$ cat config.mk
export PLATFORM = sky130hd
export DESIGN_NAME = thread_table_round_robin
export DESIGN_NICKNAME = d
export VERILOG_FILES = /design/src/hdl/ttrr_pkg.sv /design/src/hdl/thread_table_round_robin.sv
export SDC_FILE = /design/constraint.sdc
export NUM_CORES = 1
export LEC_CHECK = 0
export BUFFER_PORTS_ARGS = -buffer_cell sky130_fd_sc_hd__buf_2
export CORE_ASPECT_RATIO = 1.75
export CORE_UTILIZATION = 66
export DETAILED_ROUTE_END_ITERATION = 8
export PLACE_DENSITY = 0.91
export RECOVER_POWER = 50
export REMOVE_ABC_BUFFERS = 1
export SYNTH_ARGS = -nofsm -noshare
export SYNTH_HDL_FRONTEND = slang
export SYNTH_SLANG_ARGS = --single-unit
$ cat constraint.sdc
create_clock -name clk -period 4.4 [get_ports clk]
set_input_delay 0.88 -clock clk [delete_from_list [all_inputs] [get_ports clk]]
set_output_delay 0.88 -clock clk [all_outputs]
set_load 0.05 [all_outputs]
$ cat src/hdl/ttrr_pkg.sv
// Package for the round-robin thread table: request codes, thread states,
// scheduler modes and field widths. No dependencies.
package ttrr_pkg;

  localparam int DEFAULT_NUM_SLOTS = 8;
  localparam int SLOT_ID_W         = 4;
  localparam int SLICE_W           = 16;
  localparam int TICKS_W           = 17;
  localparam logic [SLICE_W-1:0] RESET_SLICE = 16'd9;

  typedef enum logic [2:0] {
    REQ_YIELD     = 3'd0,
    REQ_TICK      = 3'd1,
    REQ_ADD       = 3'd2,
    REQ_SET_STATE = 3'd3,
    REQ_GET_STATE = 3'd4,
    REQ_SET_SLICE = 3'd5,
    REQ_SET_MODE  = 3'd6
  } req_t;

  typedef enum logic [1:0] {
    ST_EMPTY     = 2'd0,
    ST_RUNNING   = 2'd1,
    ST_ENDED     = 2'd2,
    ST_SUSPENDED = 2'd3
  } thread_st_t;

  typedef enum logic [1:0] {
    MODE_STOPPED   = 2'd0,
    MODE_STARTED   = 2'd1,
    MODE_FIRST_RUN = 2'd2
  } mode_t;

endpackage

$ cat src/hdl/thread_table_round_robin.sv
// A started request passes the request and result registers to a one-cycle out_valid.
// Throughput: one request per cycle; the request register and the result register
// bracket a single pass over the slot table, so busy is high only during reset.
// Reset (synchronous, rst_n low): slot 0 running with a slice of 9, all other slots
// empty, current slot 0, mode first run, default slice 9. Results cannot be stalled.
// Top level of the thread table; depends on ttrr_pkg.
module thread_table_round_robin import ttrr_pkg::*; #(
  parameter int NUM_SLOTS = DEFAULT_NUM_SLOTS
) (
  input  logic                 clk,
  input  logic                 rst_n,
  input  logic                 start,
  output logic                 busy,
  input  logic [2:0]           in_req_type,
  input  logic [SLOT_ID_W-1:0] in_slot_id,
  input  logic [1:0]           in_new_state,
  input  logic [TICKS_W-1:0]   in_slice_ticks,
  input  logic                 in_run_enable,
  output logic                 out_valid,
  output logic [SLOT_ID_W-1:0] out_result_slot,
  output logic                 out_ok,
  output logic [1:0]           out_slot_state,
  output logic [SLICE_W-1:0]   out_slice_out,
  output logic                 out_is_main,
  input  logic                 cfg_valid,
  output logic                 cfg_ready,
  input  logic [SLICE_W-1:0]   cfg_data
);

  localparam int SW = (NUM_SLOTS > 1) ? $clog2(NUM_SLOTS) : 1;

  logic                 req_vld_r;
  req_t                 req_r;
  logic [SLOT_ID_W-1:0] slot_id_r;
  logic [1:0]           new_state_r;
  logic [TICKS_W-1:0]   ticks_r;
  logic                 run_en_r;

  logic [SLICE_W-1:0]   default_slice_r;
  logic [1:0]           flags_r  [NUM_SLOTS];
  logic [SLICE_W-1:0]   slices_r [NUM_SLOTS];
  logic [SW-1:0]        cur_r, cur_nxt;
  mode_t                mode_r, mode_nxt;

  logic                 out_valid_r;
  logic [SLOT_ID_W-1:0] res_slot_r, res_slot_nxt;
  logic                 res_ok_r, res_ok_nxt;
  logic [1:0]           res_state_r, res_state_nxt;
  logic [SLICE_W-1:0]   res_slice_r, res_slice_nxt;
  logic                 res_main_r, res_main_nxt;

  logic [SW-1:0]        nxt_run;
  logic [SW-1:0]        free_idx;
  logic                 free_found;
  logic                 id_ok;
  logic [SW-1:0]        id_idx;
  logic [SW-1:0]        sel;
  logic                 wr_flag, wr_slice;
  logic [1:0]           wr_flag_val;
  logic [SLICE_W-1:0]   wr_slice_val;
  logic [SLICE_W-1:0]   new_slice;

  assign busy      = ~rst_n;
  assign cfg_ready = 1'b1;

  always_ff @(posedge clk) begin
    if (!rst_n) begin
      req_vld_r <= 1'b0;
    end else begin
      req_vld_r <= start & ~busy;
    end
    if (start && !busy) begin
      req_r       <= req_t'(in_req_type);
      slot_id_r   <= in_slot_id;
      new_state_r <= in_new_state;
      ticks_r     <= in_slice_ticks;
      run_en_r    <= in_run_enable;
    end
  end

  always_ff @(posedge clk) begin
    if (!rst_n) begin
      default_slice_r <= RESET_SLICE;
    end else if (cfg_valid && cfg_ready) begin
      default_slice_r <= cfg_data;
    end
  end

  // The next running slot strictly above the current one, else slot 0.
  always_comb begin
    nxt_run = '0;
    for (int i = NUM_SLOTS - 1; i >= 1; i--) begin
      if (i > int'(cur_r) && flags_r[i] == ST_RUNNING) begin
        nxt_run = SW'(i);
      end
    end
  end

  // The lowest slot from 1 upward that is empty or ended.
  always_comb begin
    free_idx   = '0;
    free_found = 1'b0;
    for (int i = NUM_SLOTS - 1; i >= 1; i--) begin
      if (flags_r[i] == ST_EMPTY || flags_r[i] == ST_ENDED) begin
        free_idx   = SW'(i);
        free_found = 1'b1;
      end
    end
  end

  assign id_ok     = ({1'b0, slot_id_r} < (SLOT_ID_W + 1)'(NUM_SLOTS));
  assign id_idx    = slot_id_r[SW-1:0];
  assign new_slice = SLICE_W'(ticks_r - TICKS_W'(1));

  always_comb begin
    cur_nxt       = cur_r;
    mode_nxt      = mode_r;
    sel           = cur_r;
    wr_flag       = 1'b0;
    wr_slice      = 1'b0;
    wr_flag_val   = ST_RUNNING;
    wr_slice_val  = default_slice_r;
    res_slot_nxt  = SLOT_ID_W'(cur_r);
    res_ok_nxt    = 1'b0;
    res_state_nxt = '0;
    res_slice_nxt = '0;
    res_main_nxt  = 1'b0;
    case (req_r)
      REQ_YIELD, REQ_TICK: begin
        if (req_r == REQ_YIELD || mode_r == MODE_STARTED) begin
          sel          = nxt_run;
          cur_nxt      = nxt_run;
          res_slot_nxt = SLOT_ID_W'(nxt_run);
          res_ok_nxt   = 1'b1;
          res_main_nxt = (nxt_run == '0);
        end
        res_state_nxt = flags_r[sel];
        res_slice_nxt = slices_r[sel];
      end
      REQ_ADD: begin
        if (free_found) begin
          sel           = free_idx;
          wr_flag       = 1'b1;
          wr_slice      = 1'b1;
          mode_nxt      = (mode_r == MODE_STOPPED) ? MODE_STOPPED : MODE_STARTED;
          res_slot_nxt  = SLOT_ID_W'(free_idx);
          res_ok_nxt    = 1'b1;
          res_state_nxt = ST_RUNNING;
          res_slice_nxt = default_slice_r;
        end else begin
          mode_nxt     = (mode_r == MODE_STARTED) ? MODE_STARTED : MODE_STOPPED;
          res_slot_nxt = '0;
        end
      end
      REQ_SET_STATE, REQ_GET_STATE, REQ_SET_SLICE: begin
        sel          = id_idx;
        res_slot_nxt = slot_id_r;
        if (id_ok) begin
          wr_flag       = (req_r == REQ_SET_STATE);
          wr_slice      = (req_r == REQ_SET_SLICE);
          wr_flag_val   = new_state_r;
          wr_slice_val  = new_slice;
          res_state_nxt = wr_flag ? new_state_r : flags_r[sel];
          res_slice_nxt = wr_slice ? new_slice : slices_r[sel];
        end
      end
      REQ_SET_MODE: begin
        mode_nxt = run_en_r ? MODE_STARTED : MODE_STOPPED;
      end
      default: begin
      end
    endcase
  end

  always_ff @(posedge clk) begin
    if (!rst_n) begin
      for (int i = 0; i < NUM_SLOTS; i++) begin
        flags_r[i]  <= (i == 0) ? ST_RUNNING : ST_EMPTY;
        slices_r[i] <= (i == 0) ? RESET_SLICE : '0;
      end
      cur_r  <= '0;
      mode_r <= MODE_FIRST_RUN;
    end else if (req_vld_r) begin
      if (wr_flag) begin
        flags_r[sel] <= wr_flag_val;
      end
      if (wr_slice) begin
        slices_r[sel] <= wr_slice_val;
      end
      cur_r  <= cur_nxt;
      mode_r <= mode_nxt;
    end
  end

  always_ff @(posedge clk) begin
    if (!rst_n) begin
      out_valid_r <= 1'b0;
    end else begin
      out_valid_r <= req_vld_r;
    end
    if (req_vld_r) begin
      res_slot_r  <= res_slot_nxt;
      res_ok_r    <= res_ok_nxt;
      res_state_r <= res_state_nxt;
      res_slice_r <= res_slice_nxt;
      res_main_r  <= res_main_nxt;
    end
  end

  assign out_valid       = out_valid_r;
  assign out_result_slot = res_slot_r;
  assign out_ok          = res_ok_r;
  assign out_slot_state  = res_state_r;
  assign out_slice_out   = res_slice_r;
  assign out_is_main     = res_main_r;

  a_latency: assert property (@(posedge clk) disable iff (!rst_n)
    (start && !busy) |-> ##2 out_valid)
    else $error("accepted request produced no result two cycles later");

  a_cur_range: assert property (@(posedge clk) disable iff (!rst_n)
    int'(cur_r) < NUM_SLOTS)
    else $error("current slot outside the table");

  a_main_ok: assert property (@(posedge clk) disable iff (!rst_n)
    (out_valid && out_is_main) |-> (out_ok && out_result_slot == '0))
    else $error("main flag without a switch to slot 0");

  a_set_mode: assert property (@(posedge clk) disable iff (!rst_n)
    (req_vld_r && req_r == REQ_SET_MODE) |=>
      (mode_r == ($past(run_en_r) ? MODE_STARTED : MODE_STOPPED)))
    else $error("set mode did not update the scheduler mode");

endmodule
## Word-level counts from Yosys, hierarchy flattened

Memories as Yosys holds them, arrays and structs flattened. A register that Yosys moved wholly into a read port is not among the register bits.
Index checks and enable logic that the tools add are counted.

| storage, ports and cells | value |
|---|---|
| register bits after elaboration | 73 |
| bits in writable memories | 144 |
| bits of input ports | 47 |
| memories | 2 |

| cells by class | value |
|---|---|
| $add $sub $neg | 1 |
| $lt $le $gt $ge | 8 |
| equality and inequality tests | 21 |
| mux-type cells | 69 |
| bitwise logic cells | 2 |
| reductions and logical operators | 34 |

Memories:

| name | words | width | rd ports | clocked after Yosys merged registers in | write ports | RTL line | RTL |
|---|---|---|---|---|---|---|---|
| slices_r | 8 | 16 | 2 | 1 | 8 | thread_table_round_robin.sv:41 | `logic [SLICE_W-1:0] slices_r [NUM_SLOTS];` |
| flags_r | 8 | 2 | 9 | 1 | 8 | thread_table_round_robin.sv:40 | `logic [1:0] flags_r [NUM_SLOTS];` |

Operators by type and width:

| operator | count |
|---|---|
| $mux 16 | 6 |
| $mux 3 | 23 |
| $pmux 16 s3 | 1 |
| $mux 1 | 27 |
| $eq 2x1->1 const B | 8 |
| $logic_not 2->1 | 8 |
| $reduce_or 16->1 | 1 |
| $sub 16x1->16 const B | 1 |
| $eq 2x2->1 const B | 7 |
| $gt 3x3->1 const A | 4 |
| $pmux 4 s3 | 1 |
| $mux 2 | 5 |
| $eq 3x3->1 const B | 3 |
| $pmux 3 s3 | 1 |
| $logic_and 1x1->1 | 8 |
| $logic_or 1x1->1 | 8 |
| $eq 3x2->1 const B | 2 |
| $gt 2x3->1 const A | 2 |
| $logic_not 3->1 | 2 |
| $pmux 1 s2 | 3 |
| $pmux 2 s3 | 1 |
| $reduce_and 2->1 | 3 |
| $lt 4x4->1 const B | 1 |
| $pmux 2 s2 | 1 |
| other kinds (7) | 8 |

## Depth between registers and ports, before layout

Gate-level depths: netlist (run 1).
An unclocked memory read counts as a cell.

| depth | value |
|---|---|
| word-level depth | 18 |
| mapped depth | 11 |
| depth with buffers taken out | 8 |

## Worst setup path after synthesis (run 1)

Ideal clock, no wire load.

| path | value |
|---|---|
| path type | register to register |
| from | register req_r[0] |
| to | memory slices_r[3][0], enable pin |
| arrival | 2.503 ns |
| data required time | 4.028 ns |
| setup slack | 1.525 ns |
| stages on the path, launching flop included | 9 |
| path buffers | 2 |
| cell sequence | edfxtp_1 -> buf_2 -> or3b_1 -> nor3_1 -> nor2_1 -> nor3_2 -> nand3_2 -> buf_2 -> nand2_1 |

RTL lines:

| item | RTL line | RTL |
|---|---|---|
| start: declaration | thread_table_round_robin.sv:33 | `req_t req_r;` |
| start signal: assignment | thread_table_round_robin.sv:73 | `req_r <= req_t'(in_req_type);` |
| end: declaration | thread_table_round_robin.sv:41 |  |

==> summary.txt, run 1 <==
Clock network
  • Clk sink count: 220
  • Clock tree buffer depth: 3
  • Clk_lat worst skew: 500 ps
  • Post-CTS Setup Inserts: 0
  • CTS H-tree depth: 1
  • Post-CTS Hold Fix Bufs: 0
  • CTS tree: built
  • CTS resizes: 0
  • Inserted Clock Buffers: 21
  • CTS Root Cell: clkbuf_16
  • Clk pin slew, worst setup/hold paths: 60 ps

Floorplanning
  • IO Pins: 74
  • Core area: 0.0169 mm2
  • Die width: 101 um
  • Die area: 0.0178 mm2
  • Cell Rows: 63
  • Die Y: 176 um
  • Initial Util: 67.3%

Worst setup path
  • Crit end category: flop
  • CP Launch Type: flop
  • Crit Path Class: flop to flop
  • Worst path required time: 4640 ps
  • Critical Path AT: 4310 ps
  • Register-to-register setup slack: 330 ps
  • Largest fanout on the critical path: 18

Timing
  • Setup repair after global routing missed its margin: false
  • Fin crit share: 92.5%
  • Final setup fails: 0
  • Rel. slew slack: -28.2%
  • Final Hold Vio Count: 0
  • Setup TNS: 0 ps
  • Period minus WS final: 4070 ps
  • Setup Skew: 9.03 ps
  • Tightest Pin Transition: 1920 ps
  • Max-slew violation count: 45
  • Achievable clock frequency: 0.246 GHz
  • Setup ws final: 331 ps

Place
  • Detailed placement HPWL: 21.1 mm
  • # port buffers: 71
  • Routability cong.: 0.969
  • Pre-CTS setup slack: 887 ps

Route
  • DRT iter0 DRCs: 1503
  • Antenna viol nets, final: 0
  • Final wirelength: 33.8 mm
  • DR WL/cell: 27.2 um
  • First-pass DRT Iterations: 8
  • # DRC: 0
  • Routed vias: 9071
  • Vias per cell: 7.30

Power and ir drop
  • Power Density: 386 mW/mm2
  • Total power: 4.86 mW
  • Pleak: 4.39 nW
  • Worst VDD drop: 0.353 mV

Logic synthesis
  • Asr flop ratio synth: 0%
  • Synth Area in Compound Gates: 9.21%
  • Simple-Gate Fraction of Synth Area: 14.1%
  • Avg Inst Size Synth: 12.1 um2
  • Ys flop type: edfxtp_1
  • Synthesized area: 0.0114 mm2
  • Post-synth EDFFs: 194
  • Synth top area share: 51.1%
  • Dominant cells by area after synthesis: edfxtp_1 51%, mux4_2 7.7%, nor2_1 5.6%
  • Count of state elements after synthesis: 220
  • Post-synth top cells: 194 x edfxtp_1, 169 x nor2_1, 86 x nand2_1
  • Synth Area in Adders: 0.110%
  • Post-synthesis mux area share: 16.8%
  • Post-Syn Instances: 939
  • Synth unique cells: 77
  • Synth Area in XOR/XNOR: 1.08%
  • Synth warn: 0
  • Largest family of logic cells by synthesized area: multiplexers
  • Most common cell in the synthesized netlist: edfxtp_1
  • Sequential fraction of the synthesis area: 55.6%
  • Post-synth top area cell: edfxtp_1

Layout
  • Finished Core Util: 74.3%
  • Filler Cell Count: 1002
  • Final #Nets: 1050
  • N_diodes: 0
  • Synthesis-to-finish area growth: 10.4%
  • Fraction of layout cells with a size suffix above 1: 22.4%

Global route
  • Number of global-route vias before repair: 9254
  • GRT Util Overall: 39.7%
  • Largest net degree at the start of global routing: 46
  • Initial antenna violation count: 0
  • Global route overflow: 0
  • Global-route wire length before repair: 51.3 mm

Worst hold path
  • Hold crit path type: flop to flop

Flow run
  • Max-cap violations: 2

Outcome
  • Status: finished with violations
  • Failing checks: max-capacitance violations, max-slew violations
[metal layers]
| layer | vias up | routed length (um) | track usage, % |
|---|---|---|---|
| li1 | 3677 | - | - |
| met4 | 0 | 3020 | 30.4 |
| met1 | 4194 | 9940 | 44.8 |
| met2 | 909 | 16400 | 64.3 |
| met3 | 291 | 4470 | 9.39 |
| met5 | - | 0 | 0 |
[layout make-up]
| class | instances | area (um2) | share of cell area, % |
|---|---|---|---|
| tap | 227 | 284 | 2.25 |
| multi-input combinational | 646 | 4720 | 37.5 |
| timing repair buffer | 105 | 563 | 4.47 |
| sequential | 220 | 6350 | 50.4 |
| clock inverter | 8 | 73.8 | 0.586 |
| clock buffer | 29 | 576 | 4.57 |
| inverter | 8 | 30.0 | 0.238 |
[path summary, 6_finish.rpt]
kind / from / to / cells after the start
max: req_r[2] / slices_r[3][3] / 9
min: mode_r[1] / mode_r[1] / 2
max reg2reg: req_r[2] / slices_r[3][3] / 9
min reg2reg: mode_r[1] / mode_r[1] / 2
[critical path, cell delays in order, from the launching register on]
cell,delay [ps]
edfxtp_1,630
nor3_1,460
a2bb2oi_1,340
nand2_1,130
o21ai_1,150
clkbuf_1,870
o211ai_1,320
nand3_2,180
nand2_1,310
buf_4,410
[metrics by stage]
step                area (um2)  cells  hold slack, ps
finish                   12600   1243             484
global placement         12000   1206             469
global route             12600   1243             515
floorplan                11100    874             449
detailed placement       12000   1206             475
CTS                      12600   1243             483
[report_power, final]
part           internal (mW)  total [mW]  switching, mW
clock network          0.978        1.74          0.763
logic                  0.246       0.664          0.418
registers               2.37        2.46         0.0914
[placed cells by master (no fill, tap or decap), drive strengths merged, types with 26 or more instances in the layout]
master / n
edfxtp: 194
nor2: 169
nand2: 87
buf: 73
clkbuf: 61
mux2i: 60
mux2: 39
mux4: 39
nand3: 37
o21ai: 36
dfxtp: 26
[state kept, by name (all words and copies together) (netlist names), named ones only]
register         count
mode_r               1
cur_r                3
new_state_r          2
out_ok               1
out_slot_state       2
out_valid            1
slot_id_r            4
out_slice_out       16
flags_r             16
default_slice_r     16
out_result_slot      4
req_vld_r            1
run_en_r             1
ticks_r             16
req_r                3
out_is_main          1
slices_r           128
[logic make-up after synthesis]
logic type                 Yosys count
xor gates and xnor gates            14
and+or+nand+nor                    356
DFF                                220
muxes                              138
buffers and inverters               73
AOI/OAI and AO/OA                  136
adders and majority gates            1
other                                1
(Power assumes the default switching activity.)
==> run 2, diff against run 1 <==
- CORE_UTILIZATION: 66 -> 60
- PLACE_DENSITY: 0.91 -> 0.84
==> run 2 against run 1 <==
Fmax is 3.9% higher. Core utilization fell by 6.3 points. Largest cell class unchanged. Design area rose by 0.35%. Via count is 3.8% lower. Clock-buffer cell count is 1 lower. Non-clock buffer count increased by 7. Routed wire length down 3.3%. The run now ends clean. Power grew 0.23%.
==> summary.txt, run 2 (synthesis gave the netlist of run 1 again) <==
Power and ir drop
  • Power Density: 386 mW/mm2 (about the same)
  • Worst VDD drop: 0.384 mV (was 0.353 mV)
  • Pleak: 4.41 nW (was 4.39 nW)

Worst hold path
  • Hold crit path type: flop to flop (unchanged)

Worst setup path
  • Worst path required time: 4640 ps (about the same)
  • Crit Path Class: flop to flop (unchanged)
  • Crit end category: flop (unchanged)
  • Largest fanout on the critical path: 24 (was 18)
  • CP Launch Type: flop (unchanged)
  • Critical Path AT: 4160 ps (was 4310 ps)

Floorplanning
  • Die Y: 184 um (was 176 um)
  • IO Pins: 74 (unchanged)
  • Initial Util: 61.4% (was 67.3%)
  • Die width: 106 um (was 101 um)
  • Cell Rows: 66 (was 63)
  • Core area: 0.0186 mm2 (was 0.0169 mm2)
  • Die area: 0.0196 mm2 (was 0.0178 mm2)

Layout
  • Max reg flops: 128 (unchanged)
  • Commonest non-fill, non-tap cell in the layout: edfxtp_1 (unchanged)
  • Synthesis-to-finish area growth: 10.8% (was 10.4%)
  • N_diodes: 0 (unchanged)
  • Top reg by flops: slices_r (unchanged)
  • Fraction of layout cells with a size suffix above 1: 22.4% (about the same)
  • Final #Nets: 1056 (was 1050)
  • Non-Filler Instances: 1260 (was 1243)
  • Most frequent cells in the layout: 194 x edfxtp_1, 169 x nor2_1, 87 x nand2_1 (was 194 x edfxtp_1, 169 x nor2_1, 86 x nand2_1)
  • Final Cell Area: 0.0126 mm2 (about the same)

Route
  • First-pass DRT Iterations: 8 (unchanged)
  • Vias per cell: 6.92 (was 7.30)
  • Final wirelength: 32.7 mm (was 33.8 mm)
  • Routed vias: 8724 (was 9071)
  • DR WL/cell: 25.9 um (was 27.2 um)
  • Antenna viol nets, final: 0 (unchanged)
  • DRT iter0 DRCs: 905 (was 1503)
  • # DRC: 0 (unchanged)

Global route
  • Largest net degree at the start of global routing: 35 (was 46)
  • Global-route wire length before repair: 49.5 mm (was 51.3 mm)
  • Number of global-route vias before repair: 9028 (was 9254)
  • Global route overflow: 0 (unchanged)
  • GRT Util Overall: 34.5% (was 39.7%)
  • Initial antenna violation count: 0 (unchanged)

Clock network
  • CTS H-tree depth: 1 (unchanged)
  • Clock tree buffer depth: 3 (unchanged)
  • Clk sink count: 220 (unchanged)
  • CTS resizes: 0 (unchanged)
  • Post-CTS Hold Fix Bufs: 0 (unchanged)
  • Clk pin slew, worst setup/hold paths: 70 ps (was 60 ps)
  • CTS tree: built (unchanged)
  • Clk_lat worst skew: 510 ps (was 500 ps)
  • CTS Root Cell: clkbuf_16 (unchanged)
  • Inserted Clock Buffers: 20 (was 21)
  • Post-CTS Setup Inserts: 0 (unchanged)

Timing
  • Tightest Pin Transition: 1350 ps (was 1920 ps)
  • Setup Skew: 13.4 ps (was 9.03 ps)
  • Rel. slew slack: 9.98% (was -28.2%)
  • Period minus WS final: 3910 ps (was 4070 ps)
  • Fin crit share: 89.0% (was 92.5%)
  • Achievable clock frequency: 0.255 GHz (was 0.246 GHz)
  • Final setup fails: 0 (unchanged)
  • Setup repair after global routing missed its margin: false (unchanged)
  • Setup TNS: 0 ps (unchanged)
  • Final Hold Vio Count: 0 (unchanged)
  • Max-slew violation count: 0 (was 45)

Outcome
  • Status: finished clean (was finished with violations)

Place
  • Placed cells: 1224 (was 1206)
  • Routability cong.: 0.915 (was 0.969)
  • # port buffers: 71 (unchanged)
  • Cell Area, Placed: 0.0121 mm2 (was 0.0120 mm2)
  • Detailed placement HPWL: 21.8 mm (was 21.1 mm)

Flow run
  • Max-cap violations: 0 (was 2)
-- run 2: routing by layer --
layer,GRT usage (%),wire length [um],vias to the layer above
met1,37.4,10200,4169
met4,29.1,2970,0
met5,0,0,-
met3,6.33,3270,202
li1,-,-,3693
met2,58.2,16300,660
-- run 2: final cells by class --
type	count	area [um2]
multi-input cells	646	4700
clock buffers	28	582
flip-flops and latches	220	6350
well taps	238	298
repair buffers	112	603
fillers	1338	5940
clock inverters	8	76.3
inverters	8	30.0
-- run 2: worst paths after layout --
kind | cells after the start | slack (ps) | start | endpoint
worst max-delay path | 9 | 490 | req_r[2] | slices_r[2][3]
worst min-delay path | 2 | 480 | mode_r[1] | mode_r[1]
worst max register to register | 9 | 490 | req_r[2] | slices_r[2][3]
worst min register to register | 2 | 480 | mode_r[1] | mode_r[1]
-- run 2: where the power goes --
part	internal, mW	total [mW]	switching, mW
registers	2.37	2.46	0.0924
clock network	0.990	1.76	0.774
logic	0.248	0.651	0.404
-- run 2: per-stage QoR --
stage	power, mW	worst slack [ps]	util [%]	hold slack (ps)
floorplan	2.91	229	-	449
global route	4.99	328	68.0	513
finish	4.87	485	68.0	483
CTS	4.87	887	68.5	482
global placement	3.12	1020	64.9	471
detailed placement	3.14	936	64.9	470
-- run 2: worst max-delay path, stage by stage, from the launching register on --
cell and delay [ps]:
edfxtp_1 650, nor3_1 450, or2_2 240, a2bb2oi_1 210
o21a_1 620, buf_4 510, o21ai_4 130, nand3_1 140
nand2_1 300, buf_4 400
